[config.mk]
export PLATFORM = sky130hd
export DESIGN_NAME = flip_maneuver_sequencer
export DESIGN_NICKNAME = d
export VERILOG_FILES = /design/src/fms_pkg.sv /design/src/flip_maneuver_sequencer.sv /design/src/fms_cfg.sv /design/src/fms_step.sv
export SDC_FILE = /design/constraint.sdc
export NUM_CORES = 1
export LEC_CHECK = 0
export BUFFER_PORTS_ARGS = -buffer_cell sky130_fd_sc_hd__buf_2
export CORE_MARGIN = 1.5
export CORE_UTILIZATION = 40
export CTS_CLUSTER_SIZE = 24
export DETAILED_ROUTE_END_ITERATION = 6
export PLACE_DENSITY = 0.68
export SYNTH_ARGS = -nofsm -noshare
export SYNTH_HDL_FRONTEND = slang
export SYNTH_HIERARCHICAL = 1
export SYNTH_SLANG_ARGS = --single-unit
[constraint.sdc]
create_clock -name i_clk -period 14.8 [get_ports i_clk]
set_clock_uncertainty 0.05 [all_clocks]
set_input_delay 2.22 -clock i_clk [delete_from_list [all_inputs] [get_ports i_clk]]
set_output_delay 2.22 -clock i_clk [all_outputs]
set_load 0.01 [all_outputs]
[src/fms_pkg.sv]
// Shared types and constants of the flip maneuver sequencer.
// No dependencies.
`timescale 1ns / 1ps

package fms_pkg;

    localparam int unsigned STAGE1_TIMEOUT_US = 500000;
    localparam int unsigned LEVEL_TIME_US     = 500000;
    localparam logic [12:0] THR_MAX           = 13'd4096;
    localparam logic signed [15:0] GZ_LEVEL_MIN = 16'sd200;

    localparam logic OP_UPDATE = 1'b0;
    localparam logic OP_START  = 1'b1;

    localparam logic [1:0] AXIS_ROLL  = 2'd0;
    localparam logic [1:0] AXIS_PITCH = 2'd1;
    localparam logic [1:0] AXIS_YAW   = 2'd2;

    typedef enum logic [2:0] {
        ST_NONE     = 3'd0,
        ST_START    = 3'd1,
        ST_CLIMB    = 3'd2,
        ST_ROTATE   = 3'd3,
        ST_INVERTED = 3'd4,
        ST_LEVEL    = 3'd5,
        ST_EXIT     = 3'd6
    } t_stage;

    typedef enum logic [2:0] {
        CFG_FLIP_AXIS   = 3'd0,
        CFG_FLIP_RATE   = 3'd1,
        CFG_LEVEL_ANGLE = 3'd2,
        CFG_THR_UP      = 3'd3,
        CFG_THR_HOVER   = 3'd4,
        CFG_THR_EXIT    = 3'd5,
        CFG_TOTAL_TO    = 3'd6,
        CFG_CLIMB_TIME  = 3'd7
    } t_cfg_idx;

    typedef struct packed {
        logic [1:0]  flip_axis;
        logic [15:0] flip_rate_cmd;
        logic [15:0] level_angle_cmd;
        logic [12:0] thr_climb;
        logic [12:0] thr_inv;
        logic [12:0] thr_lvl;
        logic [31:0] total_timeout_us;
        logic [31:0] climb_time_us;
    } t_cfg;

    typedef struct packed {
        logic               opcode;
        logic [31:0]        now_us;
        logic               on_ground;
        logic signed [15:0] grav_z;
        logic signed [13:0] stick_roll;
        logic signed [13:0] stick_pitch;
        logic signed [13:0] stick_yaw;
    } t_item;

    // roll, pitch, yaw commands; index is the axis code
    typedef logic [2:0][15:0] t_cmd3;

    typedef struct packed {
        logic        active;
        t_stage      stage;
        logic [31:0] start_stamp;
        logic [31:0] level_stamp;
        logic        acro;
        logic        ctrl;
        t_cmd3       cmd;
        logic [12:0] thr;
    } t_state;

endpackage

[src/flip_maneuver_sequencer.sv]
// Top level of the flip maneuver sequencer: beat registers, sequence state, result register.
// Depends on fms_pkg, fms_cfg and fms_step.
`timescale 1ns / 1ps

// Channel    Dir  Handshake                  Payload
// s_axis     in   tvalid / tready            tdata: update fields, tuser: opcode
// m_axis     out  tvalid / tready            tdata: stage, flags, held commands
// cfg        in   i_cfg_valid / o_cfg_ready  i_cfg_index, i_cfg_data
//
// Path: an input beat goes through the input register, then the sequencer
// logic into the result register. One beat per cycle sustained while the
// result is not stalled. Throughput is set by the state update loop of fms_step.
// Reset: synchronous, active low; clears all flags, stage and stamps, and
// loads the config defaults. Config writes are always ready.
// Stalls: a held result blocks the input register only; a new beat is taken
// in the same cycle the result is consumed.

module flip_maneuver_sequencer (
    input  logic        i_clk,
    input  logic        i_rst_n,
    input  logic        i_s_axis_tvalid,
    output logic        o_s_axis_tready,
    // [31:0] now_us, [32] on_ground, [48:33] grav_z, [62:49] stick_roll,
    // [76:63] stick_pitch, [90:77] stick_yaw, [95:91] unused
    input  logic [95:0] i_s_axis_tdata,
    // [0] opcode: 0 update, 1 start
    input  logic        i_s_axis_tuser,
    output logic        o_m_axis_tvalid,
    input  logic        i_m_axis_tready,
    // [2:0] stage, [3] flipping, [4] rate mode flag, [5] command override flag,
    // [21:6] cmd_roll, [37:22] cmd_pitch, [53:38] cmd_yaw,
    // [66:54] cmd_throttle, [67] clear_integral, [71:68] zero
    output logic [71:0] o_m_axis_tdata,
    input  logic        i_cfg_valid,
    output logic        o_cfg_ready,
    input  logic [2:0]  i_cfg_index,
    input  logic [31:0] i_cfg_data
);
    import fms_pkg::*;

    t_cfg        cfg;
    t_state      r_st;
    t_state      n_st;
    t_item       r_item;
    logic        r_in_vld;
    logic        r_out_vld;
    logic [71:0] r_out_data;
    logic        clr;
    logic        adv;
    logic        s_accept;

    assign o_cfg_ready = 1'b1;

    fms_cfg u_cfg (
        .i_clk   (i_clk),
        .i_rst_n (i_rst_n),
        .i_wr    (i_cfg_valid),
        .i_index (i_cfg_index),
        .i_data  (i_cfg_data),
        .o_cfg   (cfg)
    );

    fms_step u_step (
        .i_cfg  (cfg),
        .i_st   (r_st),
        .i_item (r_item),
        .o_st   (n_st),
        .o_clr  (clr)
    );

    // the registered beat moves on when the result slot is free or draining
    assign adv             = r_in_vld && (!r_out_vld || i_m_axis_tready);
    assign o_s_axis_tready = !r_in_vld || adv;
    assign s_accept        = i_s_axis_tvalid && o_s_axis_tready;

    always_ff @(posedge i_clk) begin
        if (!i_rst_n) begin
            r_in_vld  <= 1'b0;
            r_out_vld <= 1'b0;
            r_st      <= '0;
        end else begin
            if (o_s_axis_tready) begin
                r_in_vld <= i_s_axis_tvalid;
            end
            if (adv) begin
                r_st      <= n_st;
                r_out_vld <= 1'b1;
            end else if (i_m_axis_tready) begin
                r_out_vld <= 1'b0;
            end
        end
    end

    // payload, no reset
    always_ff @(posedge i_clk) begin
        if (s_accept) begin
            r_item.opcode      <= i_s_axis_tuser;
            r_item.now_us      <= i_s_axis_tdata[31:0];
            r_item.on_ground   <= i_s_axis_tdata[32];
            r_item.grav_z      <= i_s_axis_tdata[48:33];
            r_item.stick_roll  <= i_s_axis_tdata[62:49];
            r_item.stick_pitch <= i_s_axis_tdata[76:63];
            r_item.stick_yaw   <= i_s_axis_tdata[90:77];
        end
        if (adv) begin
            r_out_data <= {4'b0000, clr, n_st.thr, n_st.cmd[2], n_st.cmd[1], n_st.cmd[0],
                           n_st.ctrl, n_st.acro, n_st.active, n_st.stage};
        end
    end

    assign o_m_axis_tvalid = r_out_vld;
    assign o_m_axis_tdata  = r_out_data;

endmodule

[src/fms_cfg.sv]
// Configuration register file of the flip sequencer.
// Depends on fms_pkg.
`timescale 1ns / 1ps

module fms_cfg (
    input  logic          i_clk,
    input  logic          i_rst_n,
    input  logic          i_wr,
    input  logic [2:0]    i_index,
    input  logic [31:0]   i_data,
    output fms_pkg::t_cfg o_cfg
);
    import fms_pkg::*;

    t_cfg r_cfg;

    always_ff @(posedge i_clk) begin
        if (!i_rst_n) begin
            r_cfg.flip_axis        <= AXIS_ROLL;
            r_cfg.flip_rate_cmd    <= 16'd17067;
            r_cfg.level_angle_cmd  <= 16'hF925;   // -1755
            r_cfg.thr_climb        <= 13'd3277;
            r_cfg.thr_inv          <= 13'd2048;
            r_cfg.thr_lvl          <= 13'd2458;
            r_cfg.total_timeout_us <= 32'd1500000;
            r_cfg.climb_time_us    <= 32'd200000;
        end else if (i_wr) begin
            unique case (t_cfg_idx'(i_index))
                CFG_FLIP_AXIS:   r_cfg.flip_axis        <= i_data[1:0];
                CFG_FLIP_RATE:   r_cfg.flip_rate_cmd    <= i_data[15:0];
                CFG_LEVEL_ANGLE: r_cfg.level_angle_cmd  <= i_data[15:0];
                CFG_THR_UP:      r_cfg.thr_climb        <= i_data[12:0];
                CFG_THR_HOVER:   r_cfg.thr_inv          <= i_data[12:0];
                CFG_THR_EXIT:    r_cfg.thr_lvl          <= i_data[12:0];
                CFG_TOTAL_TO:    r_cfg.total_timeout_us <= i_data;
                CFG_CLIMB_TIME:  r_cfg.climb_time_us    <= i_data;
            endcase
        end
    end

    assign o_cfg = r_cfg;

endmodule

[src/fms_step.sv]
// Next-state logic of the flip sequence for one beat.
// Depends on fms_pkg.
`timescale 1ns / 1ps

module fms_step (
    input  fms_pkg::t_cfg   i_cfg,
    input  fms_pkg::t_state i_st,
    input  fms_pkg::t_item  i_item,
    output fms_pkg::t_state o_st,
    output logic            o_clr
);
    import fms_pkg::*;

    logic [31:0] elapsed;
    logic [31:0] lvl_elapsed;
    logic [32:0] rot_lim;
    logic [12:0] thr_up;
    logic [12:0] thr_hov;
    logic [12:0] thr_ex;
    t_stage      stg;

    function automatic logic [12:0] sat_thr(input logic [12:0] t);
        return (t > THR_MAX) ? THR_MAX : t;
    endfunction

    // axis code 3 leaves the commands alone
    function automatic t_cmd3 put_axis(input t_cmd3 c, input logic [1:0] ax,
                                       input logic [15:0] v);
        t_cmd3 r;
        r = c;
        unique case (ax)
            AXIS_ROLL:  r[0] = v;
            AXIS_PITCH: r[1] = v;
            AXIS_YAW:   r[2] = v;
            default:    ;
        endcase
        return r;
    endfunction

    assign elapsed     = i_item.now_us - i_st.start_stamp;
    assign lvl_elapsed = i_item.now_us - i_st.level_stamp;
    assign rot_lim     = 33'(STAGE1_TIMEOUT_US) + {1'b0, i_cfg.climb_time_us};
    assign thr_up      = sat_thr(i_cfg.thr_climb);
    assign thr_hov     = sat_thr(i_cfg.thr_inv);
    assign thr_ex      = sat_thr(i_cfg.thr_lvl);

    always_comb begin
        o_st  = i_st;
        o_clr = 1'b0;
        stg   = i_st.stage;
        if (i_item.opcode == OP_START) begin
            if (!i_st.active || !i_item.on_ground) begin
                o_st.active      = 1'b1;
                o_st.start_stamp = i_item.now_us;
                o_st.stage       = ST_START;
            end
        end else if (i_st.active) begin
            if (i_item.on_ground || (elapsed > i_cfg.total_timeout_us)) begin
                stg = ST_EXIT;
            end
            o_st.stage = stg;
            unique case (stg)
                ST_NONE: ;
                ST_START: begin
                    o_st.acro   = 1'b1;
                    o_st.ctrl   = 1'b1;
                    o_st.cmd[1] = '0;
                    o_st.cmd[2] = '0;
                    o_st.thr    = thr_up;
                    if (i_item.grav_z[15]) begin
                        o_st.cmd   = put_axis(o_st.cmd, i_cfg.flip_axis, i_cfg.flip_rate_cmd);
                        o_st.thr   = thr_hov;
                        o_st.stage = ST_INVERTED;
                    end else begin
                        o_st.stage = ST_CLIMB;
                    end
                end
                ST_CLIMB: begin
                    if (elapsed > i_cfg.climb_time_us) begin
                        o_st.cmd   = put_axis(o_st.cmd, i_cfg.flip_axis, i_cfg.flip_rate_cmd);
                        o_st.thr   = thr_up;
                        o_st.stage = ST_ROTATE;
                    end
                end
                ST_ROTATE: begin
                    if ({1'b0, elapsed} > rot_lim) begin
                        o_st.stage = ST_EXIT;
                    end
                    // inverted wins over the rotation timeout
                    if (i_item.grav_z[15]) begin
                        o_st.thr   = thr_hov;
                        o_st.stage = ST_INVERTED;
                    end
                end
                ST_INVERTED: begin
                    if (i_item.grav_z > GZ_LEVEL_MIN) begin
                        o_st.level_stamp = i_item.now_us;
                        o_st.thr         = thr_ex;
                        o_st.acro        = 1'b0;
                        o_st.stage       = ST_LEVEL;
                    end
                end
                ST_LEVEL: begin
                    o_st.cmd[0] = 16'(i_item.stick_roll);
                    o_st.cmd[1] = 16'(i_item.stick_pitch);
                    o_st.cmd[2] = 16'(i_item.stick_yaw);
                    o_st.cmd    = put_axis(o_st.cmd, i_cfg.flip_axis, i_cfg.level_angle_cmd);
                    o_clr       = 1'b1;
                    if (lvl_elapsed > 32'(LEVEL_TIME_US)) begin
                        o_st.stage = ST_EXIT;
                    end
                end
                ST_EXIT: begin
                    o_st.active = 1'b0;
                    o_st.stage  = ST_NONE;
                    o_st.acro   = 1'b0;
                    o_st.ctrl   = 1'b0;
                end
                default: o_st.stage = ST_EXIT;
            endcase
        end
    end

endmodule

# After elaboration in Yosys (flattened, before gate mapping)
# Cells that the tools add are included.
# Widths: inputs -> output; s select.
[op_classes]
n_mux = 39
eq_ne = 15
n_lt_le_gt_ge = 8
n_reduce_logical = 25
add_sub_neg = 3
bitwise_logic = 2
[op_table]
columns = ["op", "count"]
rows = [
  ["$pmux 48 s3", 1],
  ["$mux 16", 8],
  ["$mux 63", 2],
  ["$mux 61", 2],
  ["$mux 13", 5],
  ["$gt 32x32->1", 2],
  ["$sub 32x32->32", 2],
  ["$pmux 13 s4", 1],
  ["$gt 13x13->1 const B", 3],
  ["$mux 36", 1],
  ["$add 19x32->33 const A", 1],
  ["$gt 32x33->1", 1],
  ["$gt 32x19->1 const B", 1],
  ["$mux 3", 9],
  ["$eq 3x3->1 const B", 7],
  ["$pmux 3 s7", 1],
  ["$gt 16x9->1 const B", 1],
  ["$reduce_and 2->1", 8],
  ["$eq 3x2->1 const B", 4],
  ["$mux 4", 2],
  ["$eq 3x1->1 const B", 2],
  ["$logic_not 3->1", 2],
  ["$mux 1", 5],
  ["$reduce_and 5->1", 1],
  ["12 further kinds", 20],
]
[word_totals]
wordCells = 121
register_bits = 430
in_bits = 137
out_inout_bits = 75

# Depth between registers and ports, before layout
[logic_depth]
word_depth = 11
depth_mapped = 30
ltp_nobuf = 27

# Cells and area by module
# The synthesis kept the hierarchy.
[by_module_without_submodules]
columns = ["module", "n_inst", "seq_area_each_um2", "cells_per_inst", "area_per_inst_um2"]
rows = [
  ["flip_maneuver_sequencer", 1, 7467.2, 744, 10152.2],
  ["fms_step", 1, 0.0, 1487, 9779.4],
  ["fms_cfg", 1, 2742.6, 516, 5331.4],
]

# Worst setup path after synthesis
# Ideal clock, no wire load.
[synth_timing]
path_type = "register to register"
from = "reg r_item[59] (netlist name)"
to = "reg r_out_data[55] (netlist: o_m_axis_tdata[55]), data pin"
t_required_ps = 14488
setup_time_ps = 262
period_less_slack_ps = 5345
slack_ps = 9455
t_arrival_ps = 5033
n_path_buf = 2
path_stages_with_launch = 27
cell_sequence = "edfxtp_1 > inv_1 > ha_1 > inv_1 > fa_1 > a21oi_1 > nor2_1 > o21ai_1 > a31oi_1 > a21oi_1 > o21ai_0 > a41o_1 > nor4_1 > nor2_1 > o211ai_1 > ha_1 > nand4_1 > nor3_1 > a221oi_1 > o221ai_1 > a21oi_1 > a41o_1 > buf_1 > clkbuf_1 > o21ai_0 > a221o_1 > o22a_1"
[synth_lines]
columns = ["item", "line_no", "source"]
rows = [
  ["start, declared", "flip_maneuver_sequencer.sv:44", "t_item r_item;"],
  ["end signal, assigned", "flip_maneuver_sequencer.sv:106", "r_out_data <= {4'b0000, clr, n_st.thr, n_st.cmd[2], n_st.cmd[1], n_st.cmd[0],"],
  ["end, declared", "flip_maneuver_sequencer.sv:47", "logic [71:0] r_out_data;"],
]

==> impl_metrics.yaml <==
status:
  outcome: "finished, final reports clean"
timing:
  relSlewSlack: 0.153
  fin_crit_ps: 7320
  rsz0062_at_grt: "false"
  worst_pin_slew_ps: 1260
  timing.final.ws_setup_ps: 7480
  drv_slew: 0
  clock.fmax_mhz: 137
  hold_viol: 0
  finalSetupViolations: 0
  final.setup.tns_ps: 0
  period_share: 0.494
  hold-worst-slack_ps: 406
synth:
  synth_warnings: 6
  synthArstFlopShare: 0
  synth_area_um2: 25300
  synth_edf_count: 160
  synthCells: 2747
  synth_seq_cells: 430
  synthTopCellsByCount: "nand2_1 (582), mux2i_1 (277), dfxtp_1 (270)"
  ys_types: 95
  synth.top_cell.area_share: 0.214
  synthTopCellsByArea: "dfxtp_1 (21%), edfxtp_1 (19%), mux2i_1 (11%)"
  yosysTopAreaCell: "dfxtp_1"
  syn_avg_cell_area_um2: 9.20
  yosysSeqAreaShare: 0.404
  synth_flop_cell: "dfxtp_1"
  yosysMostFrequentCell: "nand2_1"
detailed_routing:
  drt_iter0_drc: 1603
  wl_per_cell_um: 17.6
  vias_per_cell: 5.35
  vias: 20100
  ant_nets: 0
  routed_wl_um: 65900
  drcViolationCount: 0
  drtPass1Iterations: 6
hold_path:
  hold_path.class: "reg2reg"
  hp-start: "r_st[61]$_SDFFE_PN0P_"
die:
  core_um2: 62100
  initial_core_util: 0.407
  die_area_um2: 64700
  die_h_um: 254
  die_w_um: 254
  num_io_pins: 212
  row_count: 91
power:
  pwr-share-seq: 0.440
  swShare: 0.278
  power_leakage_nw: 11.2
  p_int_w: 0.00212
  p_switching_w: 0.000815
  pwr-share-comb: 0.149
  cellPowerDensity_nw_per_um2: 104
  ir_drop_uv: 102
  clock_power_share: 0.411
cts:
  cts.sinks: 430
  cts_buffers: 49
  cts_setup_buffers: 0
  clk_pin_slew_ps: 60
  h-tree-depth: 2
  cts-root-buf: "clkbuf_16"
  cts-resized-gates: 0
  insertion_delay_ps: 610
  clk_path_buf_depth: 3
  cts_tree: "built"
  cts_hold_buffers: 0
worst_setup_path:
  worstPathArrival_ps: 7800
  start_kind: "flop"
  crit_fanout: 24
  cp_common_cell: "a21oi_1"
  worstPathRequired_ps: 15280
  slowest_delay_ps: 1050
  cp-startpoint: "r_item[59]$_DFFE_PP_"
  r2r_start: "r_item[59]$_DFFE_PP_"
  crit_slowest_cell: "nor4b_4"
  end_kind: "flop"
  crit_type: "reg2reg"
global_route:
  grt_pass1_vias: 18600
  grt_antenna_before_repair: 8
  grt_overflow: 0
  grt_max_degree: 252
  grt_usage: 0.198
  grt_pass1_wl_um: 102000
flow_run:
  cap_violations: 0
placed_design:
  placed_cells: 3654
  port_buffers: 201
  hpwl_um: 46300
  place_ws_ps: 7570
  gp_congestion: 0.894
  placed_cell_area_um2: 26700
cells_and_area:
  nNetsFinal: 3159
  drive_above_1_share: 0.127
  fin_area_um2: 28300
  area_delta_synth_final_pct: 12.0
  fin_cells: 3749
-- worst paths after layout --
check                                              to  slack, ps  cells after the start
worst max-delay path            r_st[26]$_SDFFE_PN0P_       7480                     27
worst min-delay path            r_st[61]$_SDFFE_PN0P_        410                      2
worst max register to register  r_st[26]$_SDFFE_PN0P_       7480                     27
worst min register to register  r_st[61]$_SDFFE_PN0P_        410                      2
-- logic make-up (layout without fill, tap and decap cells) --
group                      count (synthesis)  in the layout  synth area share
AOI/OAI and AO/OA                        490            490             0.132
xor gates and xnor gates                  71             71            0.0246
adders and majority gates                154            154            0.0769
buffers and inverters                    306            465            0.0563
DFF                                      430            430             0.404
muxes                                    318            318             0.128
other                                      2              8          0.000297
and+or+nand+nor                          976            976             0.178
-- state kept, by name, indices dropped and copies added (netlist names) --
name	flops
r_item	92
r_st	131
u_cfg/o_cfg	137
o_m_axis_tvalid	1
o_m_axis_tdata	68
r_in_vld	1
-- placed cells by master, fill, tap and decap left out, drive strengths merged, types with 9 or more instances in the layout --
master  instances
clkinv         19
nor2b          94
xnor2          57
dfxtp         270
o21ai         117
xor2           14
buf           217
o211ai         12
a211oi         15
nor3b           9
or3             9
a221o          55
nand4          24
ha            152
o31ai          12
nand2b         17
inv           156
o21a           13
a21oi         139
a21o           24
clkbuf         66
edfxtp        160
nand3          39
nand2         585
nor3           51
mux2i         277
nor4           15
mux2           41
nor2           83
-- power by group through the flow --
stage          logic [W]  registers, W  clock network (W)
6_report        0.000437       0.00129            0.00120
5_1_grt         0.000486       0.00129            0.00128
4_1_cts         0.000433       0.00129            0.00124
3_5_place_dp    0.000430       0.00132                  0
3_3_place_gp    0.000425       0.00132                  0
2_1_floorplan   0.000323       0.00131                  0
-- final cells by class --
cell class	instances	area [um^2]
fillers	5962	33800
multi-input cells	2014	13700
flip-flops and latches	430	10200
clock buffers	66	1380
repair buffers	217	1150
well taps	837	1050
inverters	156	586
clock inverters	26	238
diodes	3	7.51
-- worst max-delay path, delay by kind of cell (launching register included) --
| kind | cells | cell delay (ps) |
|---|---|---|
| DFF | 1 | 410 |
| and+or+nand+nor | 10 | 2750 |
| adders and majority gates | 3 | 810 |
| buffers and inverters | 2 | 160 |
| AOI/OAI and AO/OA | 11 | 2920 |
| muxes | 1 | 140 |
-- stage by stage --
step                utilization  power (W)
floorplan                     -    0.00163
global placement          0.430    0.00174
detailed placement        0.430    0.00175
CTS                       0.456    0.00296
global route              0.456    0.00306
finish                    0.456    0.00293
-- routing by layer --
metal / routed length (um) / global-route usage / up-vias
li1: - / - / 9961
met1: 29900 / 0.268 / 9407
met4: 1860 / 0.0690 / 8
met2: 30200 / 0.325 / 581
met5: 48 / 0 / -
met3: 3970 / 0.0279 / 113
Power figures use the tool's default switching activity.
